<file path="src/hw/rtl/mru_stack_with_cycle_cursor_top_macros.svh">
// assertion macros for the mru stack with cycle cursor block
`ifndef MRU_STACK_WITH_CYCLE_CURSOR_TOP_MACROS_SVH
`define MRU_STACK_WITH_CYCLE_CURSOR_TOP_MACROS_SVH

`ifndef NO_ASSERTIONS

// condition holds in the same cycle as its trigger
`define MSCC_ASSERT_SAME(label, clk, rst_n, trig, cond) \
    label: assert property (@(posedge clk) disable iff (!rst_n) (trig) |-> (cond)) \
        else $error("mscc assertion failed");

// condition holds in the cycle after its trigger
`define MSCC_ASSERT_NEXT(label, clk, rst_n, trig, cond) \
    label: assert property (@(posedge clk) disable iff (!rst_n) (trig) |=> (cond)) \
        else $error("mscc assertion failed");

`else

`define MSCC_ASSERT_SAME(label, clk, rst_n, trig, cond)
`define MSCC_ASSERT_NEXT(label, clk, rst_n, trig, cond)

`endif

`endif

</file>
<file path="src/hw/rtl/mscc_pkg.sv">
// shared constants and types for the mru stack with cycle cursor block
package mscc_pkg;

    localparam int MAX_SLOTS = 16;
    localparam int SLOT_W    = 4;
    localparam int LIVE_W    = 5;
    localparam int DEPTH_W   = 5;
    localparam int CNT_W     = $clog2(MAX_SLOTS + 1);
    localparam int IDX_W     = $clog2(MAX_SLOTS);
    localparam int TDATA_W   = 16;

    // event codes carried in the action field
    typedef enum logic [1:0] {
        ACT_VISIT   = 2'd0,
        ACT_STEP    = 2'd1,
        ACT_COMMIT  = 2'd2,
        ACT_RESOLVE = 2'd3
    } mscc_action_t;

    // broadcast control from the sequencer to every cell
    typedef struct packed {
        logic              promote_en;
        logic              prune_en;
        logic [SLOT_W-1:0] slot;
        logic [LIVE_W-1:0] live;
        logic [CNT_W-1:0]  count;
    } mscc_cell_ctl_t;

    // ripple flags passed from a cell to the next one down the stack
    typedef struct packed {
        logic found;
        logic hole;
    } mscc_link_t;

endpackage

</file>
<file path="src/hw/rtl/mscc_cell.sv">
// one stack position: holds an entry and moves it to a neighbor on promote or prune
module mscc_cell (
    input  logic                          clk,
    input  mscc_pkg::mscc_cell_ctl_t      ctl,
    input  mscc_pkg::mscc_link_t          link_in,
    output mscc_pkg::mscc_link_t          link_out,
    input  logic [mscc_pkg::CNT_W-1:0]    idx,
    input  logic [mscc_pkg::SLOT_W-1:0]   left_entry,
    input  logic [mscc_pkg::SLOT_W-1:0]   right_entry,
    output logic [mscc_pkg::SLOT_W-1:0]   entry
);
    import mscc_pkg::*;

    logic [SLOT_W-1:0] entry_reg;
    logic [SLOT_W-1:0] entry_next;
    logic              occupied;
    logic              match;
    logic              kill;

    // position holds a live stack entry
    assign occupied = idx < ctl.count;
    assign match    = occupied && (entry_reg == ctl.slot);
    assign kill     = occupied && (LIVE_W'(entry_reg) >= ctl.live);

    // flags ripple toward the bottom of the stack
    assign link_out.found = link_in.found | match;
    assign link_out.hole  = link_in.hole | kill;

    // shift down above the match on promote, shift up from the first hole on prune
    always_comb
    begin
        entry_next = entry_reg;
        if (ctl.promote_en && !link_in.found)
        begin
            entry_next = left_entry;
        end
        else if (ctl.prune_en && (link_in.hole || kill))
        begin
            entry_next = right_entry;
        end
    end

    always_ff @(posedge clk)
    begin
        entry_reg <= entry_next;
    end

    assign entry = entry_reg;

endmodule

</file>
<file path="src/hw/rtl/mru_stack_with_cycle_cursor_top.sv">
// Most-recently-used stack of up to 16 distinct slot numbers with a cycling
// cursor, built as a row of cells that shift entries to their neighbors. One
// transaction is taken at a time and returns exactly one result transaction.
// A known visit, or a commit with the cursor inside the stack, promotes; a step
// outside a session or a resolve removes one out-of-range entry per cycle (up
// to 16) in a prune pass, then promotes if the slot is known, and a step inside
// a session of two or more entries wraps its cursor by repeated subtraction.
// The input is taken only while the sequencer is idle; a finished result sits
// in the output register and does not hold back the next input transaction.
// The stack needs no clearing pass after reset.
`include "mru_stack_with_cycle_cursor_top_macros.svh"

module mru_stack_with_cycle_cursor_top (
    input  logic        clk,
    input  logic        rst_n,
    input  logic        s_axis_tvalid,
    output logic        s_axis_tready,
    // action[1:0], current_slot[5:2], current_known[6], live_count[11:7],
    // carry_request[12], zero[15:13]
    input  logic [15:0] s_axis_tdata,
    output logic        m_axis_tvalid,
    input  logic        m_axis_tready,
    // target_valid[0], target_slot[4:1], switch_request[5], carry_window[6],
    // cycling_active[7], stack_depth[12:8], zero[15:13]
    output logic [15:0] m_axis_tdata
);
    import mscc_pkg::*;

    typedef enum logic [2:0] {
        ST_IDLE,
        ST_PRUNE,
        ST_PROMOTE,
        ST_MOD,
        ST_RESULT
    } state_t;

    state_t             state_reg, state_next;
    logic [CNT_W-1:0]   count_reg, count_next;
    logic               session_reg, session_next;
    logic [IDX_W-1:0]   cursor_reg, cursor_next;
    logic [CNT_W-1:0]   wrap_reg, wrap_next;
    mscc_action_t       act_reg, act_next;
    logic [SLOT_W-1:0]  cur_reg, cur_next;
    logic               known_reg, known_next;
    logic [LIVE_W-1:0]  live_reg, live_next;
    logic               carry_reg, carry_next;
    logic               sess_start_reg, sess_start_next;
    logic [SLOT_W-1:0]  slot_reg, slot_next;
    logic               out_valid_reg, out_valid_next;
    logic [TDATA_W-1:0] out_data_reg, out_data_next;

    mscc_cell_ctl_t     cell_ctl;
    mscc_link_t         link [MAX_SLOTS+1];
    logic [SLOT_W-1:0]  entry_w [MAX_SLOTS];
    logic [SLOT_W-1:0]  left_w  [MAX_SLOTS];
    logic [SLOT_W-1:0]  right_w [MAX_SLOTS];

    logic               in_fire;
    logic               out_free;
    mscc_action_t       in_act;
    logic [IDX_W-1:0]   rd_addr;
    logic [SLOT_W-1:0]  rd_data;
    logic               two_or_more;
    logic               res_valid;
    logic               res_sw;
    logic               res_cw;

    // handshake
    assign s_axis_tready = (state_reg == ST_IDLE);
    assign in_fire       = s_axis_tvalid && s_axis_tready;
    assign out_free      = !out_valid_reg || m_axis_tready;
    assign m_axis_tvalid = out_valid_reg;
    assign m_axis_tdata  = out_data_reg;
    assign in_act        = mscc_action_t'(s_axis_tdata[1:0]);

    // broadcast control to the cell row
    assign cell_ctl.promote_en = (state_reg == ST_PROMOTE);
    assign cell_ctl.prune_en   = (state_reg == ST_PRUNE);
    assign cell_ctl.slot       = slot_reg;
    assign cell_ctl.live       = live_reg;
    assign cell_ctl.count      = count_reg;
    assign link[0]             = '0;

    // row of cells, entry 0 is the most recent slot
    for (genvar i = 0; i < MAX_SLOTS; i++)
    begin : g_cell
        if (i == 0)
        begin : g_head
            assign left_w[i] = slot_reg;
        end
        else
        begin : g_body
            assign left_w[i] = entry_w[i-1];
        end
        if (i == MAX_SLOTS - 1)
        begin : g_tail
            assign right_w[i] = entry_w[i];
        end
        else
        begin : g_inner
            assign right_w[i] = entry_w[i+1];
        end

        mscc_cell u_cell (
            .clk         (clk),
            .ctl         (cell_ctl),
            .link_in     (link[i]),
            .link_out    (link[i+1]),
            .idx         (CNT_W'(i)),
            .left_entry  (left_w[i]),
            .right_entry (right_w[i]),
            .entry       (entry_w[i])
        );
    end

    // single read port: the cursor entry, or the second entry for new sessions and resolve
    assign rd_addr = ((state_reg == ST_RESULT) &&
                      ((act_reg == ACT_RESOLVE) || !sess_start_reg)) ?
                     IDX_W'(1) : cursor_reg;
    assign rd_data = entry_w[rd_addr];

    // result fields
    assign two_or_more = (count_reg >= CNT_W'(2));
    always_comb
    begin
        res_valid = 1'b0;
        res_sw    = 1'b0;
        res_cw    = 1'b0;
        unique case (act_reg)
            ACT_STEP:
            begin
                res_valid = two_or_more && (sess_start_reg || known_reg);
                res_cw    = res_valid && carry_reg;
                res_sw    = res_valid && (!known_reg || (rd_data != cur_reg)) &&
                            (LIVE_W'(rd_data) < live_reg);
            end
            ACT_RESOLVE:
            begin
                res_valid = known_reg && two_or_more;
            end
            ACT_VISIT, ACT_COMMIT:
            begin
                res_valid = 1'b0;
            end
            default:
            begin
                res_valid = 1'b0;
            end
        endcase
    end

    // sequencer next state
    always_comb
    begin
        state_next      = state_reg;
        count_next      = count_reg;
        session_next    = session_reg;
        cursor_next     = cursor_reg;
        wrap_next       = wrap_reg;
        act_next        = act_reg;
        cur_next        = cur_reg;
        known_next      = known_reg;
        live_next       = live_reg;
        carry_next      = carry_reg;
        sess_start_next = sess_start_reg;
        slot_next       = slot_reg;
        out_valid_next  = out_valid_reg && !m_axis_tready;
        out_data_next   = out_data_reg;

        unique case (state_reg)
            ST_IDLE:
            begin
                if (in_fire)
                begin
                    act_next        = in_act;
                    cur_next        = s_axis_tdata[5:2];
                    known_next      = s_axis_tdata[6];
                    live_next       = s_axis_tdata[11:7];
                    carry_next      = s_axis_tdata[12];
                    sess_start_next = session_reg;
                    slot_next       = (in_act == ACT_COMMIT) ? rd_data : s_axis_tdata[5:2];
                    unique case (in_act)
                        ACT_VISIT:
                        begin
                            state_next = s_axis_tdata[6] ? ST_PROMOTE : ST_RESULT;
                        end
                        ACT_STEP:
                        begin
                            if (!session_reg)
                            begin
                                state_next = ST_PRUNE;
                            end
                            else if (two_or_more)
                            begin
                                wrap_next  = CNT_W'(cursor_reg) + CNT_W'(1);
                                state_next = ST_MOD;
                            end
                            else
                            begin
                                state_next = ST_RESULT;
                            end
                        end
                        ACT_COMMIT:
                        begin
                            session_next = 1'b0;
                            state_next   = (CNT_W'(cursor_reg) < count_reg) ?
                                           ST_PROMOTE : ST_RESULT;
                        end
                        ACT_RESOLVE:
                        begin
                            state_next = ST_PRUNE;
                        end
                        default:
                        begin
                            state_next = ST_RESULT;
                        end
                    endcase
                end
            end

            // drop the first out-of-range entry each cycle
            ST_PRUNE:
            begin
                if (link[MAX_SLOTS].hole)
                begin
                    count_next = count_reg - CNT_W'(1);
                end
                else
                begin
                    state_next = known_reg ? ST_PROMOTE : ST_RESULT;
                end
            end

            // move the slot to the front, growing the stack if it was not held and the stack is not full
            ST_PROMOTE:
            begin
                if (!link[MAX_SLOTS].found && (count_reg < CNT_W'(MAX_SLOTS)))
                begin
                    count_next = count_reg + CNT_W'(1);
                end
                state_next = ST_RESULT;
            end

            // cursor wrap by repeated subtraction
            ST_MOD:
            begin
                if (wrap_reg >= count_reg)
                begin
                    wrap_next = wrap_reg - count_reg;
                end
                else
                begin
                    cursor_next = IDX_W'(wrap_reg);
                    state_next  = ST_RESULT;
                end
            end

            ST_RESULT:
            begin
                if (out_free)
                begin
                    if ((act_reg == ACT_STEP) && !sess_start_reg && res_valid)
                    begin
                        session_next = 1'b1;
                        cursor_next  = IDX_W'(1);
                    end
                    out_valid_next = 1'b1;
                    out_data_next  = {3'b000,
                                      DEPTH_W'(count_reg),
                                      session_next,
                                      res_cw,
                                      res_sw,
                                      res_valid ? rd_data : SLOT_W'(0),
                                      res_valid};
                    state_next     = ST_IDLE;
                end
            end

            default:
            begin
                state_next = ST_IDLE;
            end
        endcase
    end

    // control registers
    always_ff @(posedge clk or negedge rst_n)
    begin
        if (!rst_n)
        begin
            state_reg     <= ST_IDLE;
            count_reg     <= '0;
            session_reg   <= 1'b0;
            cursor_reg    <= '0;
            out_valid_reg <= 1'b0;
        end
        else
        begin
            state_reg     <= state_next;
            count_reg     <= count_next;
            session_reg   <= session_next;
            cursor_reg    <= cursor_next;
            out_valid_reg <= out_valid_next;
        end
    end

    // payload registers
    always_ff @(posedge clk)
    begin
        wrap_reg       <= wrap_next;
        act_reg        <= act_next;
        cur_reg        <= cur_next;
        known_reg      <= known_next;
        live_reg       <= live_next;
        carry_reg      <= carry_next;
        sess_start_reg <= sess_start_next;
        slot_reg       <= slot_next;
        out_data_reg   <= out_data_next;
    end

    // checks
    `MSCC_ASSERT_SAME(a_depth_bound, clk, rst_n, 1'b1, count_reg <= CNT_W'(MAX_SLOTS))
    `MSCC_ASSERT_NEXT(a_busy_after_accept, clk, rst_n, in_fire, state_reg != ST_IDLE)
    `MSCC_ASSERT_NEXT(a_promote_no_shrink, clk, rst_n, state_reg == ST_PROMOTE, count_reg >= $past(count_reg))
    `MSCC_ASSERT_SAME(a_wrap_depth, clk, rst_n, state_reg == ST_MOD, count_reg >= CNT_W'(2))

endmodule
</file>
<file path="config.mk">
export PLATFORM = sky130hd
export DESIGN_NAME = mru_stack_with_cycle_cursor_top
export DESIGN_NICKNAME = d
export VERILOG_FILES = /design/src/hw/rtl/mscc_pkg.sv /design/src/hw/rtl/mscc_cell.sv /design/src/hw/rtl/mru_stack_with_cycle_cursor_top.sv
export VERILOG_INCLUDE_DIRS = /design/src /design/src/hw/rtl
export SDC_FILE = /design/constraint.sdc
export NUM_CORES = 1
export LEC_CHECK = 0
export BUFFER_PORTS_ARGS = -buffer_cell sky130_fd_sc_hd__buf_2
export CORE_MARGIN = 3
export CORE_UTILIZATION = 40
export CTS_CLUSTER_SIZE = 14
export DETAILED_ROUTE_END_ITERATION = 8
export SYNTH_ARGS = -nofsm -noshare
export SYNTH_HDL_FRONTEND = slang
export SYNTH_SLANG_ARGS = --single-unit
</file>
<file path="constraint.sdc">
create_clock -name clk -period 3.65 [get_ports clk]
set_input_delay 0.73 -clock clk [delete_from_list [all_inputs] [get_ports clk]]
set_output_delay 0.73 -clock clk [all_outputs]
set_load 0.1 [all_outputs]
</file>
==> impl_summary.log <==
[metrics] vias in the first global route: between 6000 and 7000
[metrics] mean cell area of the mapped netlist: about 10 µm²
[metrics] antenna violation net count after detailed routing: 0
[metrics] count of input and output buffers: 31
[metrics] outcome: completed
[metrics] Worst Setup Slack post-DPL: 257.6 ps
[metrics] Arrival @ worst endpoint: roughly 3800 ps
[metrics] total setup violations reported at the end of the flow: 0
[metrics] crit share post-route: a little over nine tenths
[metrics] warning count from the yosys run: 0
[metrics] Clock Sink Count: approximately 110
[metrics] count of pins on the block boundary: 38
[metrics] slew of the pin with the lowest slew margin: 801.5 ps
[metrics] fraction of layout cells with a size suffix above 1: roughly a fifth
[metrics] number of instances in the synthesized netlist: ~800
[metrics] post-CTS resize count: 0
[metrics] wire length after detailed routing: roughly 24000 µm
[metrics] Setup Skew: between 10 and 15 ps
[metrics] Fin. Hold Viols: 0
[metrics] Initial DRC Count: about 530
[metrics] TritonCTS buffer count: 17
[metrics] most common library cell in the layout ignoring fill and taps: edfxtp_1
[metrics] final total power: 9.361 mW
[metrics] cell row count: between 50 and 60
[metrics] clock period minus final worst setup slack: between 3000 and 4000 ps
[metrics] number of violations of the max-capacitance limit: 0
[metrics] core utilization of the finished layout: 47.05%
[metrics] share of synthesized registers carrying an async set or reset: between 10 and 15%
[metrics] residual overflow from global routing: 0
[metrics] largest fanout on the critical path: 7
[metrics] Req. time, crit path: 3960 ps
[metrics] average via count per standard cell: 5.702
[metrics] kind of path behind the tightest hold check: in -> async
[metrics] synthesized area: approximately 8400 µm²
[metrics] overall die width: between 150 and 200 µm
[metrics] drc violations: 0
[metrics] Cell Pwr Density: around 980 nW/µm²
[metrics] fmax: between 200 and 300 MHz
[metrics] Synth cell types: 66
[metrics] relative slew slack: 45.19%
[metrics] count of vias placed by the detailed router: 6540
[metrics] static leakage power: a little under 4 nW
[metrics] Post-synth EDFFs: 100
[metrics] # hold bufs at CTS: 0
[metrics] HPWL reported at the end of detailed placement: about 18000 µm
[metrics] effective utilization at floorplan: ~40%
[metrics] NumNets Final: 964
[metrics] first-pass iteration count of the detailed router: 5
[metrics] clock latency at the later pin of the worst-skew pair: 420 ps
[metrics] layout overhead on the synthesized area: 14.64%
[metrics] global routing usage summed across all routing layers: 21.36%
[metrics] setup TNS after final layout: 0 ps
[metrics] peak ir drop on the vdd network: between 0.3 and 0.4 mV
[metrics] CP Launch Type: flop
[metrics] Critical Path Sink Type: flop
[metrics] die footprint: 22670 µm²
[metrics] count of antenna diodes in the layout: 0
[metrics] Max Buffers Root-to-Sink: 2
[metrics] global-route wire length before repair: between 30000 and 40000 µm
[metrics] final number of max-transition violations: 0
[metrics] area of the core: roughly 20000 µm²
[metrics] clock tree from TritonCTS: built
[metrics] setup ws final: approximately 190 ps
[metrics] sequential-to-total area share from yosys stat: between 40% and 50%
[metrics] max reg flops: 64
[metrics] CTS HTree Levels: 4
[metrics] number of antenna violations at the first check in global routing: 0
[metrics] most frequent cells in the layout: 100 x edfxtp_1, 79 x ha_1, 73 x nand2_1
[metrics] Routability Congestion: about 0.86
[metrics] Yosys reg bits: roughly 110
[metrics] most used flip-flop cell after synthesis: edfxtp_1
[metrics] RSZ-0062 raised after global routing: false
[metrics] post-CTS setup repair buffer count: 0
[metrics] Wirelength per Cell: between 20 and 25 µm
[metrics] clock-pin slew on the worst setup and hold paths: 60 ps
[metrics] largest net degree at the start of global routing: 19
[metrics] class of the most critical setup path: reg -> reg
[metrics] root buffer cell: clkbuf_16
[metrics] Die Y-Extent: between 150 and 200 µm
==> path summary, 6_finish.rpt <==
| path | start | endpoint | slack [ps] | depth (start not counted) |
|---|---|---|---|---|
| worst max register to register | live_reg[0] | state_reg[0] | 190 | 11 |
| max in group asynchronous | rst_n | count_reg[0] | 3190 | 1 |
| worst min-delay path | rst_n | cursor_reg[0] | 200 | 1 |
| min in group clk | s_axis_tdata[12] | carry_reg | 480 | 1 |
| worst min register to register | wrap_reg[2] | cursor_reg[2] | 510 | 1 |
| worst max-delay path | live_reg[0] | state_reg[0] | 190 | 11 |
==> synth_stat cells, types with 7 or more instances <==
cell | n | area share (%)
edfxtp_1 | 100 | 36
ha_1 | 79 | 12
nand2_1 | 73 | 3.3
o21ai_0 | 57 | 3.4
nor2_1 | 49 | 2.2
inv_1 | 44 | 2.0
mux2_2 | 41 | 5.5
xnor2_1 | 41 | 4.3
xor2_1 | 29 | 3.0
a21oi_1 | 25 | 1.5
clkbuf_1 | 23 | 1.0
nand2b_1 | 21 | 1.6
nor3_1 | 16 | 0.96
dfrtp_1 | 14 | 4.2
mux4_2 | 11 | 3.0
a21o_1 | 10 | 0.90
a31oi_1 | 10 | 0.75
nand4_1 | 10 | 0.75
mux2i_1 | 9 | 1.1
a211o_1 | 8 | 0.84
nor2b_1 | 8 | 0.60
nor4_1 | 8 | 0.60
o21a_1 | 8 | 0.72
a2111oi_0 | 7 | 0.73
and2_1 | 7 | 0.52
buf_2 | 7 | 0.42
nand3_1 | 7 | 0.42
o31ai_1 | 7 | 0.63
==> final cells by class <==
class,count,area [µm²]
clock buffer,19,454.2
tap,270,337.8
timing repair buffer,77,500.5
fill,1881,10780
inverter,44,165.2
clock inverter,13,100.1
multi-input combinational,610,4671
sequential,114,3353
==> worst max-delay path, stage by stage (launching register included) <==
cell	delay [ps]
edfxtp_1	490
ha_1	330
nand2b_1	140
a2111oi_0	460
a2111oi_0	180
nor4_1	350
buf_4	180
nand4_1	80
buf_4	190
o31ai_2	410
nand3_1	220
mux2_2	310
==> cells by family after synthesis <==
kind of cell             Yosys count  synth area share, %
AO/OA/AOI/OAI                    174                13.62
multiplexers                      62                9.745
buffers and inverters             82                4.147
flip-flops                       114                40.12
XOR/XNOR                          70                7.335
AND/OR/NAND/NOR                  221                12.92
other                              1              0.04487
adder cells (fa/ha/maj)           80                12.07
==> metrics by stage <==
stage | std cells | instance area, µm² | hold WS (ps)
after floorplan | 806 | 8371 | 434.4
after global placement | 1115 | 9027 | 504.1
after detailed placement | 1115 | 9027 | 502.7
after CTS | 1147 | 9582 | 193.5
after global routing | 1147 | 9582 | 211.1
final | 1147 | 9582 | 204.8
==> per-layer routing <==
| layer | global-route usage, % | routed length (µm) | vias up |
|---|---|---|---|
| met4 | 7.457 | 479 | 0 |
| met2 | 34.42 | 11100 | 183 |
| li1 | - | - | 3093 |
| met3 | 3.341 | 1082 | 40 |
| met5 | 0 | 0 | - |
| met1 | 29.27 | 10890 | 3224 |
==> power by group <==
group          switching [mW]  internal (mW)
sequential              0.708           2.19
combinational            2.88           2.01
clock                   0.654          0.918
(Power assumes the default switching activity.)
